[src/design/gble_pkg.sv]
// ----------------------------------------------------------------------------
// gble_pkg
// shared types, codes and constants of the gap buffer line editor
// ----------------------------------------------------------------------------
package gble_pkg;

    localparam int BUF_DEPTH_DEF = 4096;

    localparam int BYTE_W = 8;
    localparam int IDX_W  = 12;
    localparam int STAT_W = 13;

    // command field
    localparam logic CMD_KEY  = 1'b0;
    localparam logic CMD_READ = 1'b1;

    // terminal bytes
    localparam logic [BYTE_W-1:0] CH_BS    = 8'd8;
    localparam logic [BYTE_W-1:0] CH_NL    = 8'd10;
    localparam logic [BYTE_W-1:0] CH_CR    = 8'd13;
    localparam logic [BYTE_W-1:0] CH_ESC   = 8'd27;
    localparam logic [BYTE_W-1:0] CH_SPACE = 8'd32;
    localparam logic [BYTE_W-1:0] CH_ONE   = 8'h31;
    localparam logic [BYTE_W-1:0] CH_THREE = 8'h33;
    localparam logic [BYTE_W-1:0] CH_FOUR  = 8'h34;
    localparam logic [BYTE_W-1:0] CH_UP    = 8'h41;
    localparam logic [BYTE_W-1:0] CH_DOWN  = 8'h42;
    localparam logic [BYTE_W-1:0] CH_RIGHT = 8'h43;
    localparam logic [BYTE_W-1:0] CH_LEFT  = 8'h44;
    localparam logic [BYTE_W-1:0] CH_LBR   = 8'h5B;
    localparam logic [BYTE_W-1:0] CH_TILDE = 8'h7E;
    localparam logic [BYTE_W-1:0] CH_RUB   = 8'd127;

    typedef enum logic [3:0] {
        OP_NOP,
        OP_INS,
        OP_NL,
        OP_BKSP,
        OP_DEL,
        OP_HOME,
        OP_END,
        OP_UP,
        OP_DOWN,
        OP_RIGHT,
        OP_LEFT,
        OP_READ
    } t_op_code;

    typedef struct packed {
        t_op_code              code;
        logic [BYTE_W-1:0]     data;
        logic [IDX_W-1:0]      idx;
    } t_op;

    typedef struct packed {
        logic [BYTE_W-1:0] read_char;
        logic              read_valid;
        logic [STAT_W-1:0] cursor_column;
        logic [STAT_W-1:0] line_number;
        logic [STAT_W-1:0] line_offset;
        logic [STAT_W-1:0] text_length;
        logic              buffer_full;
    } t_result;

endpackage

[src/design/gble_queue.sv]
// ----------------------------------------------------------------------------
// gble_queue
// two-entry operation queue between front and back
// ----------------------------------------------------------------------------
module gble_queue (
    input  logic          i_clk,
    input  logic          i_rst_n,
    input  logic          i_push,
    input  gble_pkg::t_op i_op,
    output logic          o_full,
    input  logic          i_pop,
    output logic          o_valid,
    output gble_pkg::t_op o_op
);
    gble_pkg::t_op r_q [2];
    logic          r_wp;
    logic          r_rp;
    logic [1:0]    r_cnt;

    assign o_full  = (r_cnt == 2'd2);
    assign o_valid = (r_cnt != 2'd0);
    assign o_op    = r_q[r_rp];

    always_ff @(posedge i_clk) begin
        if (i_push) begin
            r_q[r_wp] <= i_op;
        end
        if (!i_rst_n) begin
            r_wp  <= 1'b0;
            r_rp  <= 1'b0;
            r_cnt <= 2'd0;
        end else begin
            if (i_push) begin
                r_wp <= !r_wp;
            end
            if (i_pop) begin
                r_rp <= !r_rp;
            end
            if (i_push && !i_pop) begin
                r_cnt <= r_cnt + 2'd1;
            end else if (!i_push && i_pop) begin
                r_cnt <= r_cnt - 2'd1;
            end
        end
    end
endmodule

[config.mk]
export PLATFORM = sky130hd
export DESIGN_NAME = gble_queue
export DESIGN_NICKNAME = d
export VERILOG_FILES = /design/src/design/gble_pkg.sv /design/src/design/gble_queue.sv
export SDC_FILE = /design/constraint.sdc
export NUM_CORES = 1
export LEC_CHECK = 0
export CORE_ASPECT_RATIO = 1.2
export CORE_MARGIN = 8
export CORE_UTILIZATION = 35
export DETAILED_ROUTE_END_ITERATION = 6
export DONT_BUFFER_PORTS = 1
export GPL_TIMING_DRIVEN = 0
export HOLD_SLACK_MARGIN = 0.1
export SYNTH_ARGS = -nofsm -noshare
export SYNTH_HDL_FRONTEND = slang
export SYNTH_SLANG_ARGS = --single-unit
[constraint.sdc]
create_clock -name i_clk -period 3.75 [get_ports i_clk]
set_input_delay 0.375 -clock i_clk [delete_from_list [all_inputs] [get_ports i_clk]]
set_output_delay 0.375 -clock i_clk [all_outputs]
set_load 0.005 [all_outputs]
# Word-level counts from Yosys, hierarchy flattened
# Memories as Yosys holds them, arrays and structs flattened. A register that Yosys moved wholly into a read port is not among the register bits.
# Index checks and enable logic that the tools add are counted.
op_classes:
  n_mux: 6
  n_addsub: 2
  n_reduce_logical: 8
  n_eq_ne: 1
ops:
  columns: ["op", "n"]
  rows:
  - ["logical NOT 1 bit", 4]
  - ["two-way mux 1 bit", 4]
  - ["two-way mux 2 bit", 2]
  - ["nonzero test 2 bit", 2]
  - ["adder 2 x 1 -> 2 bit, second input constant", 1]
  - ["== test 2 bit, second input constant", 1]
  - ["logical AND 1 bit", 2]
  - ["subtractor 2 x 1 -> 2 bit, second input constant", 1]
totals:
  mem_bits_rw: 48
  ff_bits: 4
  elab_cells: 21
  mem_count: 1
  input_bits: 28
  out_inout_bits: 26
memory_table:
  columns: ["memory", "depth", "width", "rd", "rd_ports_with_merged_regs", "wr", "line_no", "source"]
  rows:
  - ["r_q", 2, 24, 1, 1, 1, "gble_queue.sv:15", "gble_pkg::t_op r_q [2];"]

# Depth between registers and ports, before layout
depth:
  word_depth: 4
  ltp_mapped: 5

# Least setup slack after synthesis
# OpenSTA, ideal clock, no wires.
synth_timing:
  path_type: "input-to-reg"
  start: "in i_push"
  end: "mem r_q[0][0] (netlist name), enable pin"
  slack_ns: 1.829
  stages: 1
  t_arrival_ns: 1.512
  required_time_ns: 3.341
  setup_ns: 0.409
  cell_sequence: "nor2b_1"
synth_via:
  elab_chain_len: 2
synth_rtl:
  columns: ["item", "line_no", "source"]
  rows:
  - ["from (decl)", "gble_queue.sv:8", "input logic i_push,"]
  - ["two-way mux 1 bit", "gble_queue.sv:25", "if (i_push) begin"]
  - ["two-way mux 1 bit (not written as such)", "gble_queue.sv:26", "r_q[r_wp] <= i_op;"]
  - ["to (decl)", "gble_queue.sv:15", null]
# Every way passes these cells.

==> results.sh <==
export IMPL_max_stage_delay_ps=370
export IMPL_cts_tree="built"
export IMPL_detail_route_antenna_nets=0
export IMPL_drcViolationCount=0
export IMPL_p_leak_nw=0.705
export IMPL_syn_cell_area_um2=1950
export IMPL_yosys_top_cells_area="edfxtp_1 (74%), mux2_2 (14%), dfxtp_1 (5.1%), and2_1 (1.3%), xor2_1 (0.90%)"
export IMPL_placedCellCount=162
export IMPL_cap_violations=0
export IMPL_ctsHoldBuffers=0
export IMPL_grt_overflow=0
export IMPL_crit_path_start_kind="flip-flop"
export IMPL_cts_max_level=2
export IMPL_dp_hpwl_mm=2.47
export IMPL_worst_r2r_cell_count=1
export IMPL_worstMarginPinSlew_ps=1200
export IMPL_fmax_ghz=0.576
export IMPL_period_share_pct=46.3
export IMPL_holdWs_ps=175
export IMPL_n_fill_cell=498
export IMPL_fp_dieArea_um2=8240
export IMPL_ys_ff_latch=53
export IMPL_initialDrtViolationCount=29
export IMPL_port_buffers=0
export IMPL_worst_path_dominant_cell_family="buffers and inverters"
export IMPL_setup_viol=0
export IMPL_vias=829
export IMPL_place_ws_ps=2000
export IMPL_synth_top_area_share_pct=73.8
export IMPL_synth_cell_type_count=17
export IMPL_clockBufferDepth=2
export IMPL_placed_cell_area_um2=2050
export IMPL_die_h_um=97.8
export IMPL_power_density_nw_per_um2=499
export IMPL_vdd_drop_max_mv=0.202
export IMPL_worstPathRequired_ps=3380
export IMPL_post_route_min_period_ps=1740
export IMPL_place_congestion=0.616
export IMPL_area_delta_synth_final_pct=8.78
export IMPL_fin_cells=168
export IMPL_hold_viol_final=0
export IMPL_slew_headroom_pct=20.3
export IMPL_critPathBufInv=2
export IMPL_dr_pass1_iters=4
export IMPL_clock_sinks=53
export IMPL_synth_seq_area_share_pct=78.9
export IMPL_status="completed"
export IMPL_core_region_area_um2=5520
export IMPL_viasPerCell=4.93
export IMPL_ys_flop_type="edfxtp_1"
export IMPL_whs_path_depth=0
export IMPL_num_rows=30
export IMPL_end_kind="output port"
export IMPL_syn_nets=126
export IMPL_cts_resized=0
export IMPL_syn_avg_cell_area_um2=20.1
export IMPL_cts_clk_slew_worst_paths_ps=80
export IMPL_yosysMostFrequentCell="edfxtp_1"
export IMPL_grt_total_usage_pct=8.08
export IMPL_initial_core_util_pct=35.4
export IMPL_post_route_cells_drive_above_1_share_pct=35.6
export IMPL_cts_setup_buffers=0
export IMPL_synth_common_cells="edfxtp_1 (48), mux2_2 (24), dfxtp_1 (5)"
export IMPL_slew_viol_final=0
export IMPL_routed_wirelength_mm=3.29
export IMPL_fin_ws_ps=2010
export IMPL_ioPinCount=54
export IMPL_synth_cells=97
export IMPL_root_buffer="clkbuf_8"
export IMPL_die_x_um=84.2
export IMPL_fin_skew_ps=4.03
export IMPL_async_reset_ff_share_pct=0
export IMPL_grt_antenna_before_repair=0
export IMPL_final_nets=134
export IMPL_wl_per_cell_um=19.6
export IMPL_grt_pass1_vias=975
export IMPL_synth_warnings=0
export IMPL_cts_made_buffers=5
export IMPL_crit_chain="buf_2 > buf_4 > mux2_2"
export IMPL_setup_tns_ps=0
export IMPL_cp_num_cells=3
export IMPL_clock_latency_ps=290
export IMPL_finish_instance_area_um2=2120
export IMPL_antenna_cells=0
export IMPL_cp_slowest_cell="mux2_2"
export IMPL_rsz0062_at_grt="false"
export IMPL_grt_pass1_wl_mm=5.00
export IMPL_holdCritPathClass="input pin to flip-flop"
export IMPL_synth_edf_count=48
export IMPL_crit_arrival_ps=1360
export IMPL_worst_setup_path_type="flip-flop to output port"
export IMPL_yosysTopAreaCell="edfxtp_1"
export IMPL_grt_max_degree=25
export IMPL_cp_max_fo=10
## flip-flops by register name, summed over array words and instances, names as in the netlist, named ones only
name	count
r_rp	1
r_q	48
r_wp	1
r_cnt	2
## final cells by class
type / count / area [µm²] / share of cell area, %
Clock inverter: 1 / 5.00 / 0.236
Timing Repair Buffer: 1 / 15.0 / 0.707
Buffer: 3 / 20.0 / 0.942
Sequential cell: 53 / 1540 / 72.6
Clock buffer: 5 / 68.8 / 3.24
Multi-Input combinational cell: 40 / 390 / 18.4
Tap cell: 64 / 80.1 / 3.77
Inverter: 1 / 3.75 / 0.177
## routing by layer
metal | vias up | track usage [%] | part of all wire, %
li1 | 378 | - | -
met1 | 403 | 6.49 | 31
met2 | 42 | 14.4 | 54
met3 | 6 | 5.58 | 13
met4 | 0 | 3.60 | 1.7
met5 | - | 0 | 0
## through the flow
stage	total power, W	util (%)
after detailed placement	0.000799	37.2
after CTS	0.00108	38.5
after global routing	0.00111	38.5
after floorplan	0.000774	-
final	0.00106	38.5
after global placement	0.000791	36.8
## worst paths after layout
| path | start | endpoint | slack, ps |
|---|---|---|---|
| worst max-delay path | flip-flop | o_op[17] | 2010 |
| worst min-delay path | i_op[10] | r_q[1][10]$_DFFE_PP_ | 170 |
| worst max register to register | r_wp$_SDFFE_PN0P_ | r_q[1][19]$_DFFE_PP_ | 2060 |
| worst min register to register | r_cnt[1]$_SDFFE_PN0P_ | r_cnt[1]$_SDFFE_PN0P_ | 510 |
## logic make-up after synthesis
| logic type | Yosys count | share of synthesized area (%) |
|---|---|---|
| flip-flops | 53 | 78.9 |
| multiplexers | 24 | 13.8 |
| AND/OR/NAND/NOR | 9 | 3.01 |
| buffers and inverters | 4 | 1.22 |
| AO/OA/AOI/OAI | 3 | 1.03 |
| XOR/XNOR | 3 | 1.35 |
| adder cells (fa/ha/maj) | 1 | 0.641 |
## cells in the final DEF, fill, tap and decap left out, drive strengths merged
| cell type | count |
|---|---|
| a21boi | 1 |
| and2 | 4 |
| and2b | 1 |
| buf | 4 |
| clkbuf | 5 |
| clkinv | 1 |
| dfxtp | 5 |
| edfxtp | 48 |
| ha | 1 |
| inv | 1 |
| mux2 | 24 |
| nor2b | 2 |
| o21a | 1 |
| o21ai | 1 |
| or2 | 1 |
| or3 | 1 |
| xnor2 | 1 |
| xor2 | 2 |
## report_power, final
group,switching [W],internal [W],leakage (nW)
Sequential,0.00000998,0.000680,0.492
Clock,0.000156,0.000123,0.0399
Combinational,0.0000466,0.0000447,0.173
Total,0.000213,0.000848,0.705
No activity file was read; power rests on OpenSTA's default activity.
