## src/design/gble_pkg.sv

```systemverilog
// ----------------------------------------------------------------------------
// gble_pkg
// shared types, codes and constants of the gap buffer line editor
// ----------------------------------------------------------------------------
package gble_pkg;

    localparam int BUF_DEPTH_DEF = 4096;

    localparam int BYTE_W = 8;
    localparam int IDX_W  = 12;
    localparam int STAT_W = 13;

    // command field
    localparam logic CMD_KEY  = 1'b0;
    localparam logic CMD_READ = 1'b1;

    // terminal bytes
    localparam logic [BYTE_W-1:0] CH_BS    = 8'd8;
    localparam logic [BYTE_W-1:0] CH_NL    = 8'd10;
    localparam logic [BYTE_W-1:0] CH_CR    = 8'd13;
    localparam logic [BYTE_W-1:0] CH_ESC   = 8'd27;
    localparam logic [BYTE_W-1:0] CH_SPACE = 8'd32;
    localparam logic [BYTE_W-1:0] CH_ONE   = 8'h31;
    localparam logic [BYTE_W-1:0] CH_THREE = 8'h33;
    localparam logic [BYTE_W-1:0] CH_FOUR  = 8'h34;
    localparam logic [BYTE_W-1:0] CH_UP    = 8'h41;
    localparam logic [BYTE_W-1:0] CH_DOWN  = 8'h42;
    localparam logic [BYTE_W-1:0] CH_RIGHT = 8'h43;
    localparam logic [BYTE_W-1:0] CH_LEFT  = 8'h44;
    localparam logic [BYTE_W-1:0] CH_LBR   = 8'h5B;
    localparam logic [BYTE_W-1:0] CH_TILDE = 8'h7E;
    localparam logic [BYTE_W-1:0] CH_RUB   = 8'd127;

    typedef enum logic [3:0] {
        OP_NOP,
        OP_INS,
        OP_NL,
        OP_BKSP,
        OP_DEL,
        OP_HOME,
        OP_END,
        OP_UP,
        OP_DOWN,
        OP_RIGHT,
        OP_LEFT,
        OP_READ
    } t_op_code;

    typedef struct packed {
        t_op_code              code;
        logic [BYTE_W-1:0]     data;
        logic [IDX_W-1:0]      idx;
    } t_op;

    typedef struct packed {
        logic [BYTE_W-1:0] read_char;
        logic              read_valid;
        logic [STAT_W-1:0] cursor_column;
        logic [STAT_W-1:0] line_number;
        logic [STAT_W-1:0] line_offset;
        logic [STAT_W-1:0] text_length;
        logic              buffer_full;
    } t_result;

endpackage

```

## src/design/gble_if.sv

```systemverilog
// ----------------------------------------------------------------------------
// gble_in_if / gble_out_if
// valid/ready channels of the line editor
// ----------------------------------------------------------------------------
interface gble_in_if;
    logic                         valid;
    logic                         ready;
    logic                         command;
    logic [gble_pkg::BYTE_W-1:0]  byte_in;
    logic [gble_pkg::IDX_W-1:0]   read_index;

    modport source (output valid, command, byte_in, read_index, input ready);
    modport sink   (input valid, command, byte_in, read_index, output ready);
endinterface


```

## src/design/gble_front.sv

```systemverilog
// ----------------------------------------------------------------------------
// gble_front
// accepts beats, decodes escape sequences into editor operations
// ----------------------------------------------------------------------------
module gble_front (
    input  logic            i_clk,
    input  logic            i_rst_n,
    gble_in_if.sink         i_item,
    input  logic            i_q_full,
    output logic            o_push,
    output gble_pkg::t_op   o_op
);
    localparam logic [1:0] PH_IDLE  = 2'd0;
    localparam logic [1:0] PH_ESC   = 2'd1;
    localparam logic [1:0] PH_CSI   = 2'd2;
    localparam logic [1:0] PH_DIGIT = 2'd3;

    localparam logic [1:0] DG_HOME = 2'd1;
    localparam logic [1:0] DG_DEL  = 2'd2;
    localparam logic [1:0] DG_END  = 2'd3;

    logic [1:0]    r_phase;
    logic [1:0]    r_digit;
    logic [1:0]    n_phase;
    logic [1:0]    n_digit;
    gble_pkg::t_op n_op;
    logic [7:0]    b;

    assign b = i_item.byte_in;
    assign i_item.ready = !i_q_full;
    assign o_push = i_item.valid && !i_q_full;
    assign o_op = n_op;

    always_comb begin
        n_phase   = r_phase;
        n_digit   = r_digit;
        n_op.code = gble_pkg::OP_NOP;
        n_op.data = b;
        n_op.idx  = i_item.read_index;
        if (i_item.command == gble_pkg::CMD_READ) begin
            n_op.code = gble_pkg::OP_READ;
        end else begin
            unique case (r_phase)
                PH_ESC: begin
                    n_phase = (b == gble_pkg::CH_LBR) ? PH_CSI : PH_IDLE;
                end
                PH_CSI: begin
                    n_phase = PH_IDLE;
                    if (b == gble_pkg::CH_UP) begin
                        n_op.code = gble_pkg::OP_UP;
                    end else if (b == gble_pkg::CH_DOWN) begin
                        n_op.code = gble_pkg::OP_DOWN;
                    end else if (b == gble_pkg::CH_RIGHT) begin
                        n_op.code = gble_pkg::OP_RIGHT;
                    end else if (b == gble_pkg::CH_LEFT) begin
                        n_op.code = gble_pkg::OP_LEFT;
                    end else if (b == gble_pkg::CH_ONE) begin
                        n_digit = DG_HOME;
                        n_phase = PH_DIGIT;
                    end else if (b == gble_pkg::CH_THREE) begin
                        n_digit = DG_DEL;
                        n_phase = PH_DIGIT;
                    end else if (b == gble_pkg::CH_FOUR) begin
                        n_digit = DG_END;
                        n_phase = PH_DIGIT;
                    end
                end
                PH_DIGIT: begin
                    n_phase = PH_IDLE;
                    if (b == gble_pkg::CH_TILDE) begin
                        if (r_digit == DG_HOME) begin
                            n_op.code = gble_pkg::OP_HOME;
                        end else if (r_digit == DG_DEL) begin
                            n_op.code = gble_pkg::OP_DEL;
                        end else if (r_digit == DG_END) begin
                            n_op.code = gble_pkg::OP_END;
                        end
                    end
                end
                default: begin
                    if (b == gble_pkg::CH_ESC) begin
                        n_phase = PH_ESC;
                    end else if (b == gble_pkg::CH_BS || b == gble_pkg::CH_RUB) begin
                        n_op.code = gble_pkg::OP_BKSP;
                    end else if (b == gble_pkg::CH_CR) begin
                        n_op.code = gble_pkg::OP_NL;
                        n_op.data = gble_pkg::CH_NL;
                    end else if (b >= gble_pkg::CH_SPACE && b < gble_pkg::CH_RUB) begin
                        n_op.code = gble_pkg::OP_INS;
                    end
                end
            endcase
        end
    end

    always_ff @(posedge i_clk) begin
        if (!i_rst_n) begin
            r_phase <= PH_IDLE;
            r_digit <= 2'd0;
        end else if (o_push) begin
            r_phase <= n_phase;
            r_digit <= n_digit;
        end
    end
endmodule

```

## src/flat_wrapper.sv

```systemverilog
// flat-port wrapper written by rule: the top's interface ports become plain ports
module gble_front_flat 
  (i_clk, i_rst_n, i_q_full, o_push, o_op, i_item_valid, i_item_command, i_item_byte_in, i_item_read_index, i_item_ready);
  gble_in_if i_item_i ();
  input  logic i_clk;
  input  logic i_rst_n;
  input  logic i_q_full;
  output logic o_push;
  output gble_pkg::t_op o_op;
  input wire logic [$bits(i_item_i.valid)-1:0] i_item_valid;
  input wire logic [$bits(i_item_i.command)-1:0] i_item_command;
  input wire logic [$bits(i_item_i.byte_in)-1:0] i_item_byte_in;
  input wire logic [$bits(i_item_i.read_index)-1:0] i_item_read_index;
  output wire logic [$bits(i_item_i.ready)-1:0] i_item_ready;
  assign i_item_i.valid = i_item_valid;
  assign i_item_i.command = i_item_command;
  assign i_item_i.byte_in = i_item_byte_in;
  assign i_item_i.read_index = i_item_read_index;
  assign i_item_ready = i_item_i.ready;
  gble_front u_core (.i_clk(i_clk), .i_rst_n(i_rst_n), .i_item(i_item_i), .i_q_full(i_q_full), .o_push(o_push), .o_op(o_op));
endmodule
```

## config.mk

```make
export PLATFORM = sky130hd
export DESIGN_NAME = gble_front_flat
export DESIGN_NICKNAME = d
export VERILOG_FILES = /design/src/design/gble_pkg.sv /design/src/design/gble_if.sv /design/src/design/gble_front.sv /design/src/flat_wrapper.sv
export SDC_FILE = /design/constraint.sdc
export NUM_CORES = 1
export LEC_CHECK = 0
export ABC_AREA = 1
export BUFFER_PORTS_ARGS = -buffer_cell sky130_fd_sc_hd__buf_2
export CORE_AREA = 4 4 47 49
export CTS_CLUSTER_SIZE = 24
export DETAILED_ROUTE_END_ITERATION = 8
export DIE_AREA = 0 0 51 53
export GPL_ROUTABILITY_DRIVEN = 0
export PLACE_DENSITY = 0.87
export SLEW_MARGIN = 20
export SYNTH_ARGS = -nofsm -noshare
export SYNTH_HDL_FRONTEND = slang
export SYNTH_SLANG_ARGS = --single-unit
```

## constraint.sdc

```tcl
create_clock -name i_clk -period 2 [get_ports i_clk]
set_input_delay 0.2 -clock i_clk [delete_from_list [all_inputs] [get_ports i_clk]]
set_output_delay 0.2 -clock i_clk [all_outputs]
set_load 0.01 [all_outputs]
```

Yosys cells after proc, flatten, opt, wreduce, memory -nomap -nowiden
Cells that the tools add are included.
W data, S select, Z words.
{"block": "word_totals", "reg_bits": 4, "output_inout_bits": 26}
{"block": "classes", "n_lt_le_gt_ge": 2, "n_eq_ne": 19, "muxes": 31, "n_bitwise": 5, "reduce_logical": 9}
{"operator": "$eq A8 B7 Y1 const B", "count": 7}
{"operator": "$mux W4", "count": 9}
{"operator": "$mux W8", "count": 4}
{"operator": "$mux W2", "count": 13}
{"operator": "$eq A8 B6 Y1 const B", "count": 3}
{"operator": "$eq A8 B4 Y1 const B", "count": 2}
{"operator": "$mux W12", "count": 1}
{"operator": "$pmux W4 S3", "count": 1}
{"operator": "$eq A2 B2 Y1 const B", "count": 4}
{"operator": "$eq A8 B5 Y1 const B", "count": 1}
{"operator": "$ge A8 B6 Y1 const B", "count": 1}
{"operator": "$lt A8 B7 Y1 const B", "count": 1}
{"operator": "$reduce_and A8 Y1", "count": 1}
{"operator": "$pmux W2 S3", "count": 1}
{"operator": "$not A1 Y1", "count": 5}
{"operator": "$eq A2 B1 Y1 const B", "count": 2}
{"operator": "$reduce_bool A4 Y1", "count": 1}
{"operator": "$mux W3", "count": 1}
{"operator": "$reduce_and A3 Y1", "count": 1}
{"operator": "$reduce_bool A3 Y1", "count": 1}
{"operator": "$reduce_or A3 Y1", "count": 1}
{"operator": "$logic_and A1 B1 Y1", "count": 2}
{"operator": "$logic_not A1 Y1", "count": 1}
{"operator": "$logic_or A1 B1 Y1", "count": 1}
{"operator": "$mux W1", "count": 1}

Logic depth before layout (Yosys ltp)
Gate-level depths: netlist of run 1.
{"block": "logic_depth", "depth_word": 9, "ltp_mapped": 10, "depth_no_buf": 10}

Least setup slack after synthesis of run 1
OpenSTA, ideal clock, no wires.
{"block": "synth_path", "path_type": "reg-to-output", "startpoint": "reg u_core.r_phase[0]", "endpoint": "out o_op[21] in the netlist's numbering", "arrival_time_ps": 1064, "required_ps": 1800, "slack_ps": 736, "path_stages_with_launch": 7, "path_buffers": 0, "cell_sequence": "dfxtp_1 inv_1 ha_1 inv_1 nand4_1 nand2_1 nand3b_1"}
{"item": "from (decl)", "line": "gble_front.sv:22", "rtl": "logic [1:0] r_phase;"}
{"item": "from (signal assigned)", "line": "gble_front.sv:101", "rtl": "r_phase <= n_phase;"}
{"item": "to (decl)", "line": "flat_wrapper.sv:9", "rtl": "output gble_pkg::t_op o_op;"}

==> results of run 1 <==
[through the flow]
| step | hold slack, ns | utilization | setup WS (ns) |
|---|---|---|---|
| finish | 0.227 | 0.458 | 0.316 |
| CTS | 0.222 | 0.458 | 0.308 |
| detailed placement | 0.400 | 0.446 | 0.570 |
| global route | 0.212 | 0.458 | 0.152 |
| global placement | 0.400 | 0.446 | 0.603 |
| floorplan | 0.322 | - | 0.736 |
[metal layers]
metal  routed length [µm]  share of wire  GRT usage  vias up
met5                    0              0          0        -
met3                  149          0.089     0.0423        0
li1                     -              -          -      445
met2                  758           0.45      0.227       26
met1                  768           0.46      0.169      347
met4                    0              0     0.0359        0
[registers in the layout (all words and copies together) (netlist names)]
| name | count |
|---|---|
| u_core.r_digit | 2 |
| u_core.r_phase | 2 |
[worst paths after layout]
path / slack [ns] / cells past startpoint / to / start
max reg2reg: 0.67 / 7 / u_core.r_phase[1]$_SDFFE_PN0P_ / u_core.r_phase[0]$_SDFFE_PN0P_
min reg2reg: 0.52 / 2 / u_core.r_phase[1]$_SDFFE_PN0P_ / u_core.r_phase[1]$_SDFFE_PN0P_
max: 0.32 / 7 / o_op[21] / u_core.r_phase[0]$_SDFFE_PN0P_
min: 0.23 / 3 / u_core.r_phase[1]$_SDFFE_PN0P_ / i_rst_n
[area by class of cell]
class                   instances  area [µm²]  share of cell area
clock buffers                   3        22.5              0.0264
inverters                      27         101               0.119
multi-input cells              93         484               0.568
flip-flops and latches          4        80.1              0.0940
well taps                      27        33.8              0.0396
repair buffers                 26         130               0.153
[power groups by stage]
stage          clock network (µW)  registers, µW  logic (µW)
6_report                      100           80.3        83.6
5_1_grt                       120           80.0        94.3
4_1_cts                       104           80.3        83.9
3_5_place_dp                    0           81.5        83.5
3_3_place_gp                    0           81.5        82.7
2_1_floorplan                   0           81.5        71.9
[critical path: stages, from the launching register on]
cell and delay, ns:
dfxtp_1 0.37, inv_1 0.10, ha_1 0.24, inv_1 0.16
nand4_1 0.11, nand2_1 0.06, nand3b_1 0.09, buf_2 0.12
[cells by family after synthesis]
logic type,after synthesis
and+or+nand+nor,75
buffers and inverters,44
AOI/OAI and AO/OA,13
adders and majority gates,5
DFF,4
[layout by cell type, fill, tap and decap left out]
master	instances
nor2_1	12
nand2_1	33
nor2_2	6
nand2_2	4
ha_1	5
o21ai_1	5
nor2_4	1
o21ai_0	3
nand4_1	3
nor3_1	4
clkinv_1	1
inv_1	22
buf_2	26
inv_2	4
a21oi_1	2
clkbuf_4	3
nand3b_1	1
nand3_1	10
o2111ai_1	1
or2_1	1
a21oi_2	2
dfxtp_1	4
==> metrics.md, run 1 <==
| Metric | Value |
|---|---|
| Outcome | finished clean |
| Die area | 0.00270 mm² |
| Post-CTS sizing | 0 |
| Design Area, Final | ~850 µm² |
| Total Power | 264 µW |
| Share of layout cells above drive strength 1 | 0.301 |
| Critical path type | reg2out |
| Mux contribution to synthesized area | 0 |
| Main combinational cell family by area after synthesis | simple AND/OR/NAND/NOR gates |
| Int Power | ~180 µW |
| Hold Vio Cnt, Final | 0 |
| Netlist cell types | 22 |
| DP Cell Count | 177 |
| EDFF count, synth | 0 |
| Slew margin rel. | 0.812 |
| Cts hold-fix bufs | 0 |
| Fill cells | 224 |
| Top-area cell type share of the netlist area | 0.160 |
| Sequential cell area fraction in the yosys report | 0.103 |
| WL final | 1.68 mm |
| Fin nets | between 150 and 200 |
| H-tree depth | 1 |
| Die width | between 50 and 60 µm |
| Setup TNS | 0 ns |
| Leakage | ~0.00046 µW |
| Post-DP HPWL | 1.43 mm |
| Post-synthesis xor/xnor area fraction | 0 |
| Critical Path Start Type | register |
| Hold Path Class | in2reg |
| Arr. time, crit path | approximately 1.5 ns |
| Tot GR Track Use | 0.137 |
| Rows | 16 |
| Routed WL per cell | 9.31 µm |
| Slew Viols, Final | 0 |
| Die extent in y | roughly 53 µm |
| Core Region | between 0.0015 and 0.002 mm² |
| Critical Path RT | approximately 1.8 ns |
| Vias in the first global route | ~700 |
| Simple-gate share of the synthesized area | 0.446 |
| Main synth FF type | dfxtp_1 |
| Top cells by count, synth | nand2_1 (33), inv_1 (22), buf_4 (12), nor2_1 (12), nand3_1 (10) |
| Clock power share | 0.379 |
| Root Driver | clkbuf_4 |
| Port Buffers | 26 |
| Gate power share | 0.317 |
| Seq pwr share | 0.304 |
| Routed vias/inst | roughly 4.5 |
| Slew @ Worst Pin | 0.279 ns |
| # DRC | 0 |
| CTS Sinks | 4 |
| Ys Warns | 0 |
| Fmax | a little under 600 MHz |
| Worst-path clk slew | 0.03 ns |
| Mapped cell area | approximately 770 µm² |
| First-pass GRT wire length | 2.84 mm |
| Post-synthesis compound-gate area fraction | 0.0985 |
| Post-synth ARST share | 0 |
| Fin crit share | 0.842 |
| Area Growth Syn to Fin | 10.0% |
| Worst-path maximum fanout | 6 |
| Via count | a little over 800 |
| Cell taking the most area after synthesis | nand2_1 |
| Postcts setup bufs | 0 |
| # diodes | 0 |
| Residual overflow from global routing | 0 |
| Pre-antenna DRT Iters | 4 |
| Largest net degree at the start of global routing | 8 |
| Initial Utilization | 0.416 |
| Max Root-Sink Buffers | 2 |
| Syn_area_per_cell | ~5.5 µm² |
| Net count after synthesis | 171 |
| RSZ-0062 raised after global routing | false |
| Psw | between 80 and 90 µW |
| Non-filler cells in the finished layout | 180 |
| Io pins | 51 |
| Initial antenna violation count | 0 |
| Synthesis-stage register bit count | 4 |
| Post-Synth Adder-Cell Area | 0.0808 |
| 1st-iter DRT viols | 21 |
| IR drop worst, VDD | ~0.00026 V |
| Clk_lat worst skew | about 0.24 ns |
| DRT antenna net count | 0 |
| Maximum capacitance violations | 0 |
| Period minus WS final | ~1.7 ns |
| Clock Skews | between 0.005 and 0.006 ns |
| Num CTS Buffers | 3 |
| CTS tree | built |
| Pwr Density | a little over 300 mW/mm² |
| Area contributors post-synth | nand2_1 (16%), buf_4 (12%), inv_1 (11%) |
| Crit. End Element | output pin |
| Most common cell in the synthesized netlist | nand2_1 |
| Cell count after synthesis | 141 |
| Post-Place Cell Area | roughly 830 µm² |
| Sw Ratio | 0.323 |
| Final setup vio count | 0 |
Power figures use the tool's default switching activity.
==> inputs of run 2 (changes only) <==
--- a/config.mk
+++ b/config.mk
@@ -5,14 +5,14 @@
 export SDC_FILE = /design/constraint.sdc
 export NUM_CORES = 1
 export LEC_CHECK = 0
-export ABC_AREA = 1
+export ABC_AREA = 0
 export BUFFER_PORTS_ARGS = -buffer_cell sky130_fd_sc_hd__buf_2
-export CORE_AREA = 4 4 47 49
+export CORE_AREA = 4 4 51 53
 export CTS_CLUSTER_SIZE = 24
 export DETAILED_ROUTE_END_ITERATION = 8
-export DIE_AREA = 0 0 51 53
+export DIE_AREA = 0 0 55 57
 export GPL_ROUTABILITY_DRIVEN = 0
-export PLACE_DENSITY = 0.87
+export PLACE_DENSITY = 0.79
 export SLEW_MARGIN = 20
 export SYNTH_ARGS = -nofsm -noshare
 export SYNTH_HDL_FRONTEND = slang
==> constraint.sdc (replaced) <==
create_clock -name i_clk -period 1.5 [get_ports i_clk]
set_input_delay 0.15 -clock i_clk [delete_from_list [all_inputs] [get_ports i_clk]]
set_output_delay 0.15 -clock i_clk [all_outputs]
set_load 0.01 [all_outputs]
==> metrics.md, run 2 <==
| Metric | Value |
|---|---|
| Net count after synthesis | 133 (-22%) |
| Hold Vio Cnt, Final | 0 (unchanged) |
| Die width | 55 µm (+7.8%) |
| Mapped cell area | 802 µm² (+3.6%) |
| Clock Skews | 0.00451 ns (-0.000733 ns) |
| Pwr Density | 364 mW/mm² (+18%) |
| IR drop worst, VDD | 0.000352 V (+34%) |
| Top-area cell type share of the netlist area | 0.122 (-0.0383) |
| Slew margin rel. | 0.657 (-0.155) |
| Initial Utilization | 0.373 (-0.0427) |
| Main synth FF type | dfxtp_1 |
| Share of layout cells above drive strength 1 | 0.532 (+0.232) |
| Io pins | 51 (unchanged) |
| CTS tree | built |
| CP delay by family, top | simple AND/OR/NAND/NOR gates |
| Arr. time, crit path | 1.80 ns (+0.32 ns) |
| Hold Path Class | in2reg |
| Sequential cell area fraction in the yosys report | 0.0998 (-0.00355) |
| Post-Synth Adder-Cell Area | 0.0780 (-0.00277) |
| # diodes | 0 (unchanged) |
| Rows | 17 (+1) |
| Post-synthesis compound-gate area fraction | 0.245 (+0.146) |
| Setup TNS | -1.79 ns (-1.79 ns) |
| Critical path type | reg2out |
| Pre-antenna DRT Iters | 4 (unchanged) |
| Met3 wire len | 199 µm (+34%) |
| Via count | 889 (+8.7%) |
| WL final | 2.42 mm (+44%) |
| Met1 WL | 958 µm (+25%) |
| Period minus WS final | ~1.9 ns |
| Top cells by count, synth | buf_4 (13), nand2_1 (9), inv_1 (7) |
| Max Root-Sink Buffers | 2 (unchanged) |
| Die extent in y | 57 µm (+7.5%) |
| Crit. End Element | output pin |
| RSZ-0062 raised after global routing | true |
| Mux contribution to synthesized area | 0 (unchanged) |
| Bufs and invs on worst path | 2 (-1) |
| Most common cell in the synthesized netlist | buf_4 |
| Die area | 0.00314 mm² (+16%) |
| Cts hold-fix bufs | 0 (unchanged) |
| Metal2 WL | 1.23 mm (+62%) |
| Leading registers by flop count | u_core.r_digit x2, u_core.r_phase x2 |
| Cell taking the most area after synthesis | buf_4 |
| Post-synth ARST share | 0 (unchanged) |
| Multi-input combinational cell area | 639 µm² (+32%) |
| CP max stage cell | or3b_4 |
| Largest net degree at the start of global routing | 12 (+4) |
| Int Power | 253 µW (+42%) |
| Critical Path RT | 1.35 ns (-0.45 ns) |
| Root Driver | clkbuf_4 |
| Register area | 85.1 µm² (+6.2%) |
| Fin nets | 156 (-16%) |
| Port Buffers | 26 (unchanged) |
| Seq pwr share | 0.276 (-0.028) |
| Psw | 127 µW (+49%) |
| Vias in the first global route | 840 (+19%) |
| Netlist cell types | 45 (+100%) |
| Gate power share | 0.380 (+0.063) |
| Design Area, Final | 0.00104 mm² (+23%) |
| Main combinational cell family by area after synthesis | simple AND/OR/NAND/NOR gates |
| Synthesis-stage register bit count | 4 (unchanged) |
| Routed vias/inst | 5.85 (+29%) |
| Commonest non-fill, non-tap cell in the layout | buf_2 |
| Slew @ Worst Pin | 0.514 ns (+0.234 ns) |
| Worst-path maximum fanout | 3 (-3) |
| Slew Viols, Final | 0 (unchanged) |
| Critical Path Start Type | register |
| 1st-iter DRT viols | 31 (+48%) |
| Leakage | 0.000455 µW (-1.4%) |
| Clk_lat worst skew | 0.23 ns (about the same) |
| Crit path largest cell delay | 0.41 ns (+0.04 ns) |
| H-tree depth | 1 (unchanged) |
| First-pass GRT wire length | 3.63 mm (+28%) |
| Tot GR Track Use | 0.152 (+0.0157) |
| Syn_area_per_cell | 7.79 µm² (+42%) |
| Final worst setup slack | -0.446 ns (-0.762 ns) |
| CP cell instances | inv_4 -> ha_4 -> or3b_4 -> nor4_4 -> a211oi_2 -> o211ai_2 -> buf_2 |
| Core Region | 0.00215 mm² (+15%) |
| Top Metal Used | met4 |
| Maximum capacitance violations | 0 (unchanged) |
| CTS Sinks | 4 (unchanged) |
| Post-DP HPWL | 1.80 mm (+25%) |
| Num CTS Buffers | 3 (unchanged) |
| Fill cells | 203 (-9.4%) |
| Post-Place Cell Area | 913 µm² (+10%) |
| Residual overflow from global routing | 0 (unchanged) |
| # DRC | 0 (unchanged) |
| Sw Ratio | 0.335 (+0.0112) |
| Cell count after synthesis | 103 (-27%) |
| Routed WL per cell | 15.9 µm (+71%) |
| Worst-path clk slew | 0.04 ns (about the same) |
| Post-synthesis xor/xnor area fraction | 0 (unchanged) |
| Area contributors post-synth | buf_4 (12%), dfxtp_1 (10%), ha_1 (7.8%) |
| Outcome | complete, but fails checks |
| Clock power share | 0.343 (-0.036) |
| EDFF count, synth | 0 (unchanged) |
| Ys Warns | 0 (unchanged) |
| Failing checks | negative setup slack |
| Fmax | a little over 500 MHz |
| DRT antenna net count | 0 (unchanged) |
| Initial antenna violation count | 0 (unchanged) |
| Most frequent cells in the layout | buf_2 (26), buf_4 (12), nand2_1 (9) |
| Fin crit share | 1.30 |
| Area Growth Syn to Fin | 30.3% |
| Final setup vio count | 7 (+7) |
| Simple-gate share of the synthesized area | 0.354 (-0.0917) |
-- run 2: power groups by stage --
stage / combinational [µW] / clock (µW) / sequential, µW
6_report: 145 / 131 / 105
5_1_grt: 155 / 147 / 105
4_1_cts: 139 / 139 / 105
3_5_place_dp: 137 / 0 / 109
3_3_place_gp: 133 / 0 / 109
2_1_floorplan: 107 / 0 / 109
-- run 2: final timing paths --
| kind | start | to | slack (ns) | cells after the start |
|---|---|---|---|---|
| setup / recovery | u_core.r_phase[0]$_SDFFE_PN0P_ | o_op[21] | -0.45 | 7 |
| setup reg to reg | u_core.r_phase[1]$_SDFFE_PN0P_ | u_core.r_phase[1]$_SDFFE_PN0P_ | 0.04 | 6 |
| hold reg to reg | u_core.r_digit[1]$_SDFFE_PN0P_ | u_core.r_digit[1]$_SDFFE_PN0P_ | 0.59 | 3 |
| hold / removal | i_rst_n | u_core.r_phase[0]$_SDFFE_PN0P_ | 0.20 | 2 |
-- run 2: cell type report --
class	instances	area share
multi-input combinational	71	0.612
clock buffer	3	0.0216
inverter	7	0.0299
tap	28	0.0335
timing repair buffer	39	0.222
sequential	4	0.0814
-- run 2: stage by stage --
step | setup WS, ns | instances | power (µW) | hold slack [ns] | util
floorplan | -0.0796 | 103 | 215 | 0.274 | -
global placement | -0.138 | 148 | 241 | 0.300 | 0.425
detailed placement | -0.202 | 148 | 245 | 0.300 | 0.425
CTS | -0.369 | 152 | 384 | 0.187 | 0.458
global route | -0.510 | 152 | 407 | 0.196 | 0.486
finish | -0.446 | 152 | 381 | 0.197 | 0.486
-- run 2: worst reg2reg max path: cells and delay by family, from the launching register on --
kind	cells	cell delay (ns)
simple gates	1	0.11
flops	1	0.36
fa+ha+maj	1	0.21
buf+inv	2	0.29
compound gates	2	0.38
-- run 2: what timing repair did --
| item | in CTS | in global routing |
|---|---|---|
| buffers inserted | 1 | 1 |
| resized for setup | 7 | 12 |
| endpoints found under the setup margin | 9 | 10 |
| pin swaps | 6 | 8 |
-- run 2: routing by layer --
layer	GRT usage	vias up
met3	0.0183	4
met5	0	-
met4	0.0694	0
li1	-	411
met2	0.255	47
met1	0.189	427
-- run 2: cell families after synthesis --
group	count (synthesis)
simple gates	41
buf+inv	28
compound gates	25
fa+ha+maj	5
flops	4
